===== config.mk =====
export PLATFORM = sky130hd
export DESIGN_NAME = invite_client_transaction_fsm_unit_flat
export DESIGN_NICKNAME = d
export VERILOG_FILES = /design/src/hdl/ict_pkg.sv /design/src/hdl/ict_req_if.sv /design/src/hdl/ict_rsp_if.sv /design/src/hdl/ict_cfg_regs.sv /design/src/hdl/ict_decide.sv /design/src/hdl/invite_client_transaction_fsm_unit.sv /design/src/flat_wrapper.sv
export SDC_FILE = /design/constraint.sdc
export NUM_CORES = 1
export LEC_CHECK = 0
export BUFFER_PORTS_ARGS = -buffer_cell sky130_fd_sc_hd__buf_2
export CORE_MARGIN = 2
export CORE_UTILIZATION = 35
export CTS_CLUSTER_DIAMETER = 30
export DETAILED_ROUTE_END_ITERATION = 12
export GPL_TIMING_DRIVEN = 0
export SLEW_MARGIN = 20
export SYNTH_ARGS = -nofsm -noshare
export SYNTH_HDL_FRONTEND = slang
export SYNTH_SLANG_ARGS = --single-unit

===== constraint.sdc =====
create_clock -name clk -period 3.5 [get_ports clk]
set_clock_uncertainty 0.05 [all_clocks]
set_input_delay 0.525 -clock clk [delete_from_list [all_inputs] [get_ports clk]]
set_output_delay 0.525 -clock clk [all_outputs]
set_load 0.01 [all_outputs]

===== src/hdl/ict_pkg.sv =====
`default_nettype none
// ----------------------------------------------------------------------------
// ict_pkg
// Shared types and constants for the INVITE client transaction state machine.
// ----------------------------------------------------------------------------
package ict_pkg;

    // Timer fields and interval registers share this width.
    localparam int TimerWidth = 20;
    localparam int CfgWidth   = 20;
    localparam int CfgIdxW    = 2;

    // Status code class boundaries.
    localparam logic [9:0] CodeProvLo = 10'd100;
    localparam logic [9:0] CodeOkLo   = 10'd200;
    localparam logic [9:0] CodeFailLo = 10'd300;
    localparam logic [9:0] CodeFailHi = 10'd699;

    // Reset values of the configuration registers.
    localparam logic [TimerWidth-1:0] RetransmitInitReset = TimerWidth'(500);
    localparam logic [TimerWidth-1:0] TimeoutReset        = TimerWidth'(32000);
    localparam logic [TimerWidth-1:0] LingerReset         = TimerWidth'(32000);

    typedef enum logic [2:0] {
        ST_START      = 3'd0,
        ST_CALLING    = 3'd1,
        ST_PROCEEDING = 3'd2,
        ST_COMPLETED  = 3'd3,
        ST_TERMINATED = 3'd4
    } phase_t;

    typedef enum logic [2:0] {
        EV_INVITE   = 3'd0,
        EV_RESPONSE = 3'd1,
        EV_TIMER_A  = 3'd2,
        EV_TIMER_B  = 3'd3,
        EV_TIMER_D  = 3'd4,
        EV_TERR     = 3'd5,
        EV_INTERR   = 3'd6,
        EV_CANCEL   = 3'd7
    } event_t;

    typedef enum logic [1:0] {
        CLS_NONE = 2'd0,
        CLS_PROV = 2'd1,
        CLS_OK   = 2'd2,
        CLS_FAIL = 2'd3
    } status_class_t;

    typedef enum logic [1:0] {
        SEND_NONE    = 2'd0,
        SEND_INVITE  = 2'd1,
        SEND_RESEND  = 2'd2,
        SEND_INV_ACK = 2'd3
    } send_kind_t;

    typedef enum logic [1:0] {
        UP_NONE     = 2'd0,
        UP_RESPONSE = 2'd1,
        UP_TERR     = 2'd2
    } upward_kind_t;

    typedef enum logic [CfgIdxW-1:0] {
        CFG_RETRANSMIT_INIT = 2'd0,
        CFG_TIMEOUT         = 2'd1,
        CFG_LINGER          = 2'd2,
        CFG_UNRELIABLE      = 2'd3
    } cfg_index_t;

    // Configuration register contents.
    typedef struct packed {
        logic [TimerWidth-1:0] retransmit_initial_ticks;
        logic [TimerWidth-1:0] transaction_timeout_ticks;
        logic [TimerWidth-1:0] linger_ticks;
        logic                  unreliable_transport;
    } cfg_t;

    // One result beat.
    typedef struct packed {
        logic                  matched;
        logic [2:0]            next_state;
        logic [1:0]            send_kind;
        logic [1:0]            upward_kind;
        logic                  report_terminated;
        logic                  arm_retransmit;
        logic [TimerWidth-1:0] retransmit_ticks;
        logic                  arm_timeout;
        logic                  arm_linger;
        logic [TimerWidth-1:0] linger_duration;
        logic                  cancel_a_b;
        logic                  cancel_linger;
    } rsp_t;

    // Map a response status code onto its class.
    function automatic status_class_t status_class(input logic [9:0] code);
        status_class_t cls;
        if (code < CodeProvLo || code > CodeFailHi) begin
            cls = CLS_NONE;
        end else if (code < CodeOkLo) begin
            cls = CLS_PROV;
        end else if (code < CodeFailLo) begin
            cls = CLS_OK;
        end else begin
            cls = CLS_FAIL;
        end
        return cls;
    endfunction

endpackage
`default_nettype wire


===== src/hdl/ict_req_if.sv =====
`default_nettype none
// ----------------------------------------------------------------------------
// ict_req_if
// Event channel: one beat carries one transaction event.
// ----------------------------------------------------------------------------
interface ict_req_if;
    logic       valid;
    logic       ready;
    logic [2:0] req_type;
    logic [9:0] status_code;

    modport source (output valid, output req_type, output status_code, input ready);
    modport sink   (input valid, input req_type, input status_code, output ready);
endinterface
`default_nettype wire


===== src/hdl/ict_rsp_if.sv =====
`default_nettype none
// ----------------------------------------------------------------------------
// ict_rsp_if
// Result channel: one beat carries the transition outcome and its actions.
// ----------------------------------------------------------------------------
interface ict_rsp_if;
    import ict_pkg::*;

    logic                  valid;
    logic                  ready;
    logic                  matched;
    logic [2:0]            next_state;
    logic [1:0]            send_kind;
    logic [1:0]            upward_kind;
    logic                  report_terminated;
    logic                  arm_retransmit;
    logic [TimerWidth-1:0] retransmit_ticks;
    logic                  arm_timeout;
    logic                  arm_linger;
    logic [TimerWidth-1:0] linger_duration;
    logic                  cancel_a_b;
    logic                  cancel_linger;

    modport source (
        output valid, output matched, output next_state, output send_kind,
        output upward_kind, output report_terminated, output arm_retransmit,
        output retransmit_ticks, output arm_timeout, output arm_linger,
        output linger_duration, output cancel_a_b, output cancel_linger,
        input  ready
    );
    modport sink (
        input  valid, input matched, input next_state, input send_kind,
        input  upward_kind, input report_terminated, input arm_retransmit,
        input  retransmit_ticks, input arm_timeout, input arm_linger,
        input  linger_duration, input cancel_a_b, input cancel_linger,
        output ready
    );
endinterface
`default_nettype wire


===== src/hdl/ict_cfg_regs.sv =====
`default_nettype none
// ----------------------------------------------------------------------------
// ict_cfg_regs
// Configuration register file written through a plain write port.
// ----------------------------------------------------------------------------
module ict_cfg_regs (
    input  wire logic                        clk,
    input  wire logic                        rst_n,
    input  wire logic                        cfg_wr_en,
    input  wire logic [ict_pkg::CfgIdxW-1:0] cfg_index,
    input  wire logic [ict_pkg::CfgWidth-1:0] cfg_wdata,
    output ict_pkg::cfg_t                    cfg
);
    import ict_pkg::*;

    cfg_t cfg_reg;
    cfg_t cfg_next;

    // Decode the write into the addressed register.
    always_comb
    begin
        cfg_next = cfg_reg;
        if (cfg_wr_en)
        begin
            unique case (cfg_index_t'(cfg_index))
                CFG_RETRANSMIT_INIT: cfg_next.retransmit_initial_ticks = cfg_wdata;
                CFG_TIMEOUT:         cfg_next.transaction_timeout_ticks = cfg_wdata;
                CFG_LINGER:          cfg_next.linger_ticks = cfg_wdata;
                CFG_UNRELIABLE:      cfg_next.unreliable_transport = cfg_wdata[0];
                default:             cfg_next = cfg_reg;
            endcase
        end
    end

    always_ff @(posedge clk or negedge rst_n)
    begin
        if (!rst_n)
        begin
            cfg_reg.retransmit_initial_ticks  <= RetransmitInitReset;
            cfg_reg.transaction_timeout_ticks <= TimeoutReset;
            cfg_reg.linger_ticks              <= LingerReset;
            cfg_reg.unreliable_transport      <= 1'b1;
        end
        else
        begin
            cfg_reg <= cfg_next;
        end
    end

    assign cfg = cfg_reg;
endmodule
`default_nettype wire


===== src/hdl/ict_decide.sv =====
`default_nettype none
// ----------------------------------------------------------------------------
// ict_decide
// Transition logic: picks the transition for one event in the current phase
// and forms the new phase, the new retransmit interval and the actions.
// ----------------------------------------------------------------------------
module ict_decide (
    input  ict_pkg::phase_t                     phase,
    input  wire logic [ict_pkg::TimerWidth-1:0] interval,
    input  ict_pkg::cfg_t                       cfg,
    input  wire logic [2:0]                     req_type,
    input  wire logic [9:0]                     status_code,
    output ict_pkg::phase_t                     phase_next,
    output logic [ict_pkg::TimerWidth-1:0]      interval_next,
    output ict_pkg::rsp_t                       rsp
);
    import ict_pkg::*;

    localparam logic [TimerWidth-1:0] TimerMax = '1;

    event_t                ev;
    status_class_t         cls;
    logic                  unrel;
    logic [TimerWidth-1:0] doubled;

    assign ev    = event_t'(req_type);
    assign cls   = status_class(status_code);
    assign unrel = cfg.unreliable_transport;

    // Doubling saturates once the top bit would shift out.
    assign doubled = interval[TimerWidth-1] ? TimerMax : {interval[TimerWidth-2:0], 1'b0};

    always_comb
    begin
        rsp           = '0;
        phase_next    = phase;
        interval_next = interval;

        if (ev == EV_CANCEL)
        begin
            // Cancel always ends the transaction with no action.
            rsp.matched = 1'b1;
            phase_next  = ST_TERMINATED;
        end
        else
        begin
            unique case (phase)
                ST_START:
                begin
                    if (ev == EV_INVITE)
                    begin
                        rsp.matched     = 1'b1;
                        phase_next      = ST_CALLING;
                        rsp.arm_timeout = 1'b1;
                        rsp.send_kind   = SEND_INVITE;
                        if (unrel)
                        begin
                            interval_next        = cfg.retransmit_initial_ticks;
                            rsp.arm_retransmit   = 1'b1;
                            rsp.retransmit_ticks = cfg.retransmit_initial_ticks;
                        end
                    end
                end
                ST_CALLING, ST_PROCEEDING:
                begin
                    if (phase == ST_CALLING && ev == EV_TIMER_A)
                    begin
                        interval_next        = doubled;
                        rsp.matched          = 1'b1;
                        rsp.arm_retransmit   = 1'b1;
                        rsp.retransmit_ticks = doubled;
                        rsp.send_kind        = SEND_RESEND;
                    end
                    else if (ev == EV_RESPONSE && cls == CLS_PROV)
                    begin
                        rsp.matched     = 1'b1;
                        phase_next      = ST_PROCEEDING;
                        rsp.upward_kind = UP_RESPONSE;
                        rsp.cancel_a_b  = (phase == ST_CALLING);
                    end
                    else if (ev == EV_RESPONSE && cls == CLS_FAIL)
                    begin
                        rsp.matched         = 1'b1;
                        phase_next          = ST_COMPLETED;
                        rsp.cancel_a_b      = 1'b1;
                        rsp.arm_linger      = 1'b1;
                        rsp.linger_duration = unrel ? cfg.linger_ticks : '0;
                        rsp.upward_kind     = UP_RESPONSE;
                        rsp.send_kind       = SEND_INV_ACK;
                    end
                    else if (ev == EV_RESPONSE && cls == CLS_OK)
                    begin
                        rsp.matched           = 1'b1;
                        phase_next            = ST_TERMINATED;
                        rsp.cancel_a_b        = 1'b1;
                        rsp.upward_kind       = UP_RESPONSE;
                        rsp.report_terminated = 1'b1;
                    end
                    else if (phase == ST_CALLING && (ev == EV_TERR || ev == EV_TIMER_B))
                    begin
                        rsp.matched           = 1'b1;
                        phase_next            = ST_TERMINATED;
                        rsp.cancel_a_b        = 1'b1;
                        rsp.upward_kind       = UP_TERR;
                        rsp.report_terminated = 1'b1;
                    end
                end
                ST_COMPLETED:
                begin
                    if (ev == EV_RESPONSE && cls == CLS_FAIL)
                    begin
                        // Retransmitted final response: ACK it again.
                        rsp.matched   = 1'b1;
                        rsp.send_kind = SEND_INV_ACK;
                    end
                    else if (ev == EV_TERR)
                    begin
                        rsp.matched           = 1'b1;
                        phase_next            = ST_TERMINATED;
                        rsp.cancel_linger     = 1'b1;
                        rsp.upward_kind       = UP_TERR;
                        rsp.report_terminated = 1'b1;
                    end
                    else if (ev == EV_TIMER_D)
                    begin
                        rsp.matched           = 1'b1;
                        phase_next            = ST_TERMINATED;
                        rsp.report_terminated = 1'b1;
                    end
                end
                default:
                begin
                    // Terminated: only cancel fires, handled above.
                    phase_next = phase;
                end
            endcase
        end

        rsp.next_state = phase_next;
    end
endmodule
`default_nettype wire


===== src/hdl/invite_client_transaction_fsm_unit.sv =====
`default_nettype none
// ----------------------------------------------------------------------------
// invite_client_transaction_fsm_unit
// INVITE client transaction state machine with registered event input and
// registered result output.
// ----------------------------------------------------------------------------
// The block takes one event beat per clock cycle and returns exactly one result
// beat per event, in order. An accepted event lands in an input register; once
// the result register is free or draining, the transition logic evaluates it
// against the phase and retransmit interval registers and writes the result
// register, updating both state registers in the same edge. The sustained rate
// is one event per cycle as long as the result side takes beats; a stalled
// result holds its register and the input register, after which the event port
// drops ready. Configuration writes take effect on the next cycle and are
// expected while no event is in flight.
module invite_client_transaction_fsm_unit (
    input  wire logic                         clk,
    input  wire logic                         rst_n,
    ict_req_if.sink                           req,
    ict_rsp_if.source                         rsp,
    input  wire logic                         cfg_wr_en,
    input  wire logic [ict_pkg::CfgIdxW-1:0]  cfg_index,
    input  wire logic [ict_pkg::CfgWidth-1:0] cfg_wdata
);
    import ict_pkg::*;

    cfg_t                  cfg;
    logic                  in_valid_reg;
    logic [2:0]            req_type_reg;
    logic [9:0]            status_code_reg;
    logic                  out_valid_reg;
    rsp_t                  rsp_reg;
    rsp_t                  rsp_next;
    phase_t                phase_reg;
    phase_t                phase_next;
    logic [TimerWidth-1:0] interval_reg;
    logic [TimerWidth-1:0] interval_next;
    logic                  advance;
    logic                  take;

    ict_cfg_regs u_cfg (
        .clk       (clk),
        .rst_n     (rst_n),
        .cfg_wr_en (cfg_wr_en),
        .cfg_index (cfg_index),
        .cfg_wdata (cfg_wdata),
        .cfg       (cfg)
    );

    ict_decide u_decide (
        .phase         (phase_reg),
        .interval      (interval_reg),
        .cfg           (cfg),
        .req_type      (req_type_reg),
        .status_code   (status_code_reg),
        .phase_next    (phase_next),
        .interval_next (interval_next),
        .rsp           (rsp_next)
    );

    // The held event moves on when the result register is free or draining.
    assign advance   = in_valid_reg && (!out_valid_reg || rsp.ready);
    assign req.ready = !in_valid_reg || advance;
    assign take      = req.valid && req.ready;

    // Input register.
    always_ff @(posedge clk or negedge rst_n)
    begin
        if (!rst_n)
        begin
            in_valid_reg <= 1'b0;
        end
        else if (take)
        begin
            in_valid_reg <= 1'b1;
        end
        else if (advance)
        begin
            in_valid_reg <= 1'b0;
        end
    end

    always_ff @(posedge clk)
    begin
        if (take)
        begin
            req_type_reg    <= req.req_type;
            status_code_reg <= req.status_code;
        end
    end

    // Transaction state, updated as each event is resolved.
    always_ff @(posedge clk or negedge rst_n)
    begin
        if (!rst_n)
        begin
            phase_reg    <= ST_START;
            interval_reg <= RetransmitInitReset;
        end
        else if (advance)
        begin
            phase_reg    <= phase_next;
            interval_reg <= interval_next;
        end
    end

    // Result register.
    always_ff @(posedge clk or negedge rst_n)
    begin
        if (!rst_n)
        begin
            out_valid_reg <= 1'b0;
        end
        else if (advance)
        begin
            out_valid_reg <= 1'b1;
        end
        else if (rsp.ready)
        begin
            out_valid_reg <= 1'b0;
        end
    end

    always_ff @(posedge clk)
    begin
        if (advance)
        begin
            rsp_reg <= rsp_next;
        end
    end

    // Drive the result channel.
    assign rsp.valid             = out_valid_reg;
    assign rsp.matched           = rsp_reg.matched;
    assign rsp.next_state        = rsp_reg.next_state;
    assign rsp.send_kind         = rsp_reg.send_kind;
    assign rsp.upward_kind       = rsp_reg.upward_kind;
    assign rsp.report_terminated = rsp_reg.report_terminated;
    assign rsp.arm_retransmit    = rsp_reg.arm_retransmit;
    assign rsp.retransmit_ticks  = rsp_reg.retransmit_ticks;
    assign rsp.arm_timeout       = rsp_reg.arm_timeout;
    assign rsp.arm_linger        = rsp_reg.arm_linger;
    assign rsp.linger_duration   = rsp_reg.linger_duration;
    assign rsp.cancel_a_b        = rsp_reg.cancel_a_b;
    assign rsp.cancel_linger     = rsp_reg.cancel_linger;
endmodule
`default_nettype wire


===== src/flat_wrapper.sv =====
// flat-port wrapper written by rule: the top's interface ports become plain ports
module invite_client_transaction_fsm_unit_flat import ict_pkg::*;
  (clk, rst_n, cfg_wr_en, cfg_index, cfg_wdata, req_valid, req_req_type, req_status_code, req_ready, rsp_valid, rsp_matched, rsp_next_state, rsp_send_kind, rsp_upward_kind, rsp_report_terminated, rsp_arm_retransmit, rsp_retransmit_ticks, rsp_arm_timeout, rsp_arm_linger, rsp_linger_duration, rsp_cancel_a_b, rsp_cancel_linger, rsp_ready);
  ict_req_if req_i ();
  ict_rsp_if rsp_i ();
  input  wire logic clk;
  input  wire logic rst_n;
  input  wire logic cfg_wr_en;
  input  wire logic [ict_pkg::CfgIdxW-1:0] cfg_index;
  input  wire logic [ict_pkg::CfgWidth-1:0] cfg_wdata;
  input wire logic [$bits(req_i.valid)-1:0] req_valid;
  input wire logic [$bits(req_i.req_type)-1:0] req_req_type;
  input wire logic [$bits(req_i.status_code)-1:0] req_status_code;
  output wire logic [$bits(req_i.ready)-1:0] req_ready;
  output wire logic [$bits(rsp_i.valid)-1:0] rsp_valid;
  output wire logic [$bits(rsp_i.matched)-1:0] rsp_matched;
  output wire logic [$bits(rsp_i.next_state)-1:0] rsp_next_state;
  output wire logic [$bits(rsp_i.send_kind)-1:0] rsp_send_kind;
  output wire logic [$bits(rsp_i.upward_kind)-1:0] rsp_upward_kind;
  output wire logic [$bits(rsp_i.report_terminated)-1:0] rsp_report_terminated;
  output wire logic [$bits(rsp_i.arm_retransmit)-1:0] rsp_arm_retransmit;
  output wire logic [$bits(rsp_i.retransmit_ticks)-1:0] rsp_retransmit_ticks;
  output wire logic [$bits(rsp_i.arm_timeout)-1:0] rsp_arm_timeout;
  output wire logic [$bits(rsp_i.arm_linger)-1:0] rsp_arm_linger;
  output wire logic [$bits(rsp_i.linger_duration)-1:0] rsp_linger_duration;
  output wire logic [$bits(rsp_i.cancel_a_b)-1:0] rsp_cancel_a_b;
  output wire logic [$bits(rsp_i.cancel_linger)-1:0] rsp_cancel_linger;
  input wire logic [$bits(rsp_i.ready)-1:0] rsp_ready;
  assign req_i.valid = req_valid;
  assign req_i.req_type = req_req_type;
  assign req_i.status_code = req_status_code;
  assign req_ready = req_i.ready;
  assign rsp_valid = rsp_i.valid;
  assign rsp_matched = rsp_i.matched;
  assign rsp_next_state = rsp_i.next_state;
  assign rsp_send_kind = rsp_i.send_kind;
  assign rsp_upward_kind = rsp_i.upward_kind;
  assign rsp_report_terminated = rsp_i.report_terminated;
  assign rsp_arm_retransmit = rsp_i.arm_retransmit;
  assign rsp_retransmit_ticks = rsp_i.retransmit_ticks;
  assign rsp_arm_timeout = rsp_i.arm_timeout;
  assign rsp_arm_linger = rsp_i.arm_linger;
  assign rsp_linger_duration = rsp_i.linger_duration;
  assign rsp_cancel_a_b = rsp_i.cancel_a_b;
  assign rsp_cancel_linger = rsp_i.cancel_linger;
  assign rsp_i.ready = rsp_ready;
  invite_client_transaction_fsm_unit u_core (.clk(clk), .rst_n(rst_n), .req(req_i), .rsp(rsp_i), .cfg_wr_en(cfg_wr_en), .cfg_index(cfg_index), .cfg_wdata(cfg_wdata));
endmodule

## After elaboration in Yosys (flattened, before gate mapping)

Cells that the tools add are included.

| cells by class | value |
|---|---|
| magnitude comparators | 4 |
| eq/ne operators | 17 |
| multiplexer cells | 56 |
| bitwise gates (word level) | 6 |
| reductions and logical operators | 29 |

Operator list:

| kind | number |
|---|---|
| 20-bit 2-to-1 mux | 5 |
| 21-bit 2-to-1 mux | 3 |
| 3-bit 2-to-1 mux | 14 |
| 21-bit case mux with 2 select lines | 1 |
| 20-bit case mux with 2 select lines | 1 |
| 22-bit 2-to-1 mux | 1 |
| 1-bit 2-to-1 mux | 19 |
| 2-bit 2-to-1 mux | 8 |
| 3-bit by 2-bit == test with 1-bit output, second input constant | 4 |
| 10-bit > comparator, second input constant | 1 |
| 10-bit by 7-bit less-than comparator with 1-bit output, second input constant | 1 |
| 10-bit by 8-bit less-than comparator with 1-bit output, second input constant | 1 |
| 10-bit by 9-bit less-than comparator with 1-bit output, second input constant | 1 |
| 3-bit == test, second input constant | 3 |
| 3-bit case mux with 3 select lines | 1 |
| 2-bit == test, second input constant | 4 |
| 1-bit logical AND | 7 |
| 3-bit by 1-bit == test with 1-bit output, second input constant | 2 |
| 3-bit logical NOT | 2 |
| 1-bit inverter | 6 |
| 2-bit case mux with 3 select lines | 1 |
| 3-bit case mux with 2 select lines | 1 |
| 2-bit AND reduction | 3 |
| 6-bit AND reduction | 1 |
| 12 further kinds | 21 |

| word-level totals | value |
|---|---|
| bits in registers | 133 |
| input bits | 40 |
| word-level logic and storage cells | 133 |

## Longest topological paths before layout

| depth | value |
|---|---|
| depth in word-level cells | 12 |
| mapped depth | 8 |
| gate-level depth less buffers | 7 |

## Modules after synthesis

A second synthesis with hierarchy kept.

| second synthesis, totals | value |
|---|---|
| cell total of the unflattened synthesis | 463 |
| area, all modules | 6,945.4 um2 |

By module, submodules not included:

| module | instances | cells each | area an instance (um2) | seq. area each (um2) |
|---|---|---|---|---|
| invite_client_transaction_fsm_unit | 1 | 124 | 3,052.9 | 2,645.0 |
| ict_cfg_regs | 1 | 132 | 2,479.9 | 1,550.2 |
| ict_decide | 1 | 207 | 1,412.6 | 0.0 |

## Worst setup path after synthesis

No wires, ideal clock.

| path | value |
|---|---|
| path kind | input -> register |
| from | input rsp_ready |
| to | register u_core.interval_reg[19] |
| library setup time | 0.126 ns |
| arrival | 2.980 ns |
| required time | 3.324 ns |
| path slack | 0.344 ns |
| cell stages on the path | 7 |
| buffers on the path | 1 |
| cells stage by stage | nand2b_1 -> nand2_1 -> inv_1 -> nand2_1 -> or4_4 -> buf_6 -> o32a_1 |

| between the ends | value |
|---|---|
| word-level cells in the longest chain between the ends | 3 |

RTL lines:

| what | RTL line | text |
|---|---|---|
| from (decl) | flat_wrapper.sv:28 | `input wire logic [$bits(rsp_i.ready)-1:0] rsp_ready;` |
| 1-bit logical OR | invite_client_transaction_fsm_unit.sv:62 | `assign advance = in_valid_reg && (!out_valid_reg \|\| rsp.ready);` |
| 1-bit logical AND | invite_client_transaction_fsm_unit.sv:62 |  |
| named net u_core.advance | invite_client_transaction_fsm_unit.sv:38 | `logic advance;` |
| 6-bit AND reduction (no source line) | -- |  |
| to (signal assigned) | invite_client_transaction_fsm_unit.sv:98 | `interval_reg <= RetransmitInitReset;` |
| to (signal assigned) | invite_client_transaction_fsm_unit.sv:103 | `interval_reg <= interval_next;` |
| to (decl) | invite_client_transaction_fsm_unit.sv:36 | `logic [TimerWidth-1:0] interval_reg;` |

The timed path passes the listed nets, and every way through them passes these cells.
A chain may end at the register's enable or synchronous reset.

## Final worst setup path

| path | value |
|---|---|
| from | register u_core.out_valid_reg (netlist: u_core.rsp.valid) |
| to | register u_core.interval_reg[19] |

| between the ends | value |
|---|---|
| word-level cells in the longest chain between the ends | 4 |

RTL lines:

| what | RTL line | text |
|---|---|---|
| from (decl) | invite_client_transaction_fsm_unit.sv:31 | `logic out_valid_reg;` |
| from (signal assigned) | invite_client_transaction_fsm_unit.sv:112 | `out_valid_reg <= 1'b0;` |
| from (signal assigned) | invite_client_transaction_fsm_unit.sv:116 | `out_valid_reg <= 1'b1;` |
| from (signal assigned) | invite_client_transaction_fsm_unit.sv:120 | `out_valid_reg <= 1'b0;` |
| 1-bit logical NOT | invite_client_transaction_fsm_unit.sv:62 |  |
| 1-bit logical OR | invite_client_transaction_fsm_unit.sv:62 |  |
| 1-bit logical AND | invite_client_transaction_fsm_unit.sv:62 |  |
| named net u_core.advance | invite_client_transaction_fsm_unit.sv:38 |  |
| 6-bit AND reduction (no source line) | -- |  |

The timed path passes the listed nets, and every way through them passes these cells.

==> metrics.md <==
| Metric | Value |
|---|---|
| Crit-path max FO | `56` |
| DR vias | `about 3,900` |
| Static leakage | `2.798 nW` |
| Total Routing Usage GR | `0.1580` |
| Postcts setup bufs | `0` |
| Top_reg_cell synth | `edfxtp_1` |
| Placed Area | `between 0.006 and 0.007 mm2` |
| CTS tree | `done` |
| Final min period | `2.611 ns` |
| Max FFs per register | `slightly above 40` |
| Core area | `about 0.015 mm2` |
| Reg-to-Reg End | `u_core.interval_reg[19]` |
| CP max stage cell | `inv_4` |
| Hold Vio Cnt, Final | `0` |
| Drt first pass iters | `4` |
| Yosys cell types | `50` |
| Clock Tree Buf Depth | `2` |
| Fmax | `roughly 380 MHz` |
| Yosys top cell area share | `0.3529` |
| Final slew viol count | `0` |
| Setup TNS | `0 ns` |
| Total Power | `3.841 mW` |
| Sequential area share after synthesis | `0.6557` |
| Cells after Synth | `about 450` |
| # rows | `45` |
| Syn Area/Cell | `around 12 um2` |
| Worst Min Path Start | `req_status_code[5]` |
| Most used cell, CP | `nand2_1` |
| Crit path kind | `reg -> reg` |
| Layout cells sized above 1 | `0.3362` |
| Clk Latency, worst-skew pair | `a little over 0.4 ns` |
| First-pass GRT wire length | `around 20 mm` |
| DR iter-0 viols | `272` |
| Fin cells | `slightly below 800` |
| Hold Slack | `0.2397 ns` |
| Mapped Area | `~0.0055 mm2` |
| Root Buffer | `clkbuf_16` |
| Synth warnings | `0` |
| EDFF count, synth | `65` |
| Cell taking the most area after synthesis | `edfxtp_1` |
| Rel. slew slack | `0.5217` |
| Post-layout util | `0.4488` |
| Layout Nets | `a little over 600` |
| I/O Buffers | `93` |
| Final Wtd Congestion | `0.7911` |
| Dpl ws | `around 0.58 ns` |
| Synthesized Nets | `between 400 and 500` |
| RSZ-0062 raised after global routing | `no` |
| Worst Path Arrival | `around 2.9 ns` |
| FF-to-FF Start | `u_core.rsp.valid` |
| Dpl cells | `between 700 and 800` |
| Synth Register Bits | `131` |
| Area delta synth->final | `24.25%` |
| Initial antenna violation count | `0` |
| Drt wl/cell | `between 15 and 20 um` |
| Async SR Flop Fraction | `0.5038` |
| Crit-path max cell delay | `0.58 ns` |
| Clock transition at path regs | `~0.050 ns` |
| Die height | `129.7 um` |
| Required time worst endpoint | `roughly 3.7 ns` |
| Largest net degree at the start of global routing | `57` |
| Startpoint types | `register` |
| Hold Path Sink | `u_core.status_code_reg[5]` |
| Slew at the pin closest to its max-slew limit | `a little over 0.7 ns` |
| Hold Path Cell Cnt | `1` |
| Cell with the most instances after synthesis | `nand2_1` |
| Area of the multi-input gates | `0.001758 mm2` |
| DRC viols | `0` |
| Setup ws final | `approximately 0.89 ns` |
| Reg2reg path depth | `7` |
| Total Wirelength | `roughly 12 mm` |
| CP Launch Point | `u_core.rsp.valid` |
| Max Cap Violations | `0` |
| Peak supply drop | `roughly 350 uV` |
| Endpoints failing setup | `0` |
| Period utilization | `0.7460` |
| Pwr dens | `558.9 mW/mm2` |
| Ant diodes | `0` |
| Synth top area cells | `edfxtp_1 35%, dfrtp_1 21%, dfstp_2 9.0%` |
| TritonCTS sink count | `between 100 and 150` |
| Die span in x | `129.7 um` |
| CTS buffer count | `17` |
| Num ports | `96` |
| H-tree depth | `4` |
| Worst-path cell chain | `nand2b_1 -> nand2_1 -> inv_4 -> nand2_1 -> or4_4 -> buf_6 -> o32a_1` |
| # fillers | `between 1,000 and 1,500` |
| DRT antenna net count | `0` |
| Die ar. | `0.01683 mm2` |
| Most frequent cells after synthesis | `71 x nand2_1, 65 x edfxtp_1, 59 x o21ai_0, 47 x dfrtp_1, 41 x mux2_2` |
| FF-to-FF setup slack | `0.89 ns` |
| Nature of the critical path endpoint | `register` |
| Cts repair resizes | `0` |
| Final instance area | `around 0.0069 mm2` |
| Register area | `approximately 0.0036 mm2` |
| Hold Path Class | `in -> reg` |
| Vias in the first global route | `3,895` |
| Status | `finished, final reports clean` |
| Hold-fix buffers at CTS | `1` |
| Vias per cell | `4.952` |
| Total global routing overflow | `0` |
| HPWL Detailed | `8.794 mm` |
| Initial Util | `0.3612` |
## worst max-delay path by stage
| stage | end | slack (ns) |
|---|---|---|
| 4_1_cts | u_core.interval_reg[12] | 0.82 |
| 2_1_floorplan | u_core.interval_reg[19] | 0.34 |
| 6_report | u_core.interval_reg[19] | 0.89 |
| 5_1_grt | u_core.interval_reg[12] | 0.61 |
| 3_5_place_dp | u_core.interval_reg[12] | 0.58 |
| 3_3_place_gp | u_core.interval_reg[19] | -0.45 |
## routing by layer
metal / vias up / share of wire / global-route usage
li1: 1868 / - / -
met1: 1914 / 0.46 / 0.2051
met4: 0 / 0.012 / 0.07843
met3: 10 / 0.055 / 0.04592
met2: 125 / 0.47 / 0.2433
met5: - / 0 / 0
## final cells by class
class                      instances  share of cell area
multi-input combinational        288              0.2558
inverter                           8            0.004733
buffer                            26             0.01693
timing repair buffer              95             0.07246
tap                              211             0.03841
sequential                       131              0.5278
clock inverter                     2            0.001456
clock buffer                      30             0.08247
## cells in the final DEF (no fill, tap or decap), types with 3 or more instances in the layout
cell type	count
nor3_1	5
dfrtp_1	47
nor2_1	28
clkbuf_16	19
mux2_2	41
inv_1	7
nor3b_1	3
clkbuf_8	5
nand3b_1	3
nand2b_1	4
clkbuf_1	24
a31oi_1	5
buf_2	98
and3_1	20
and2_1	3
dfstp_2	19
nand3_1	6
o21ai_0	59
a21oi_1	5
nand2_1	71
edfxtp_1	65
## worst max-delay path, delay by kind of cell (launching register included)
| family | cells | cell delay (ns) |
|---|---|---|
| and+or+nand+nor | 4 | 0.99 |
| buffers and inverters | 2 | 0.74 |
| AOI/OAI and AO/OA | 1 | 0.32 |
| DFF | 1 | 0.38 |
## power by group
| part | total [mW] | switching [mW] | internal, mW | leakage (nW) |
|---|---|---|---|---|
| logic | 0.291 | 0.153 | 0.138 | 1.08 |
| registers | 1.87 | 0.0814 | 1.79 | 1.43 |
| clock network | 1.68 | 0.599 | 1.08 | 0.285 |
## cell families (layout without fill, tap and decap cells)
logic type	count (synthesis)	after routing	synth area share
AND/OR/NAND/NOR	154	154	0.1328
flip-flops	131	131	0.6557
AO/OA/AOI/OAI	89	89	0.09478
multiplexers	43	43	0.08708
buffers and inverters	34	161	0.02646
XOR/XNOR	2	2	0.003167
Note: power is estimated with default switching activity, not from simulation.
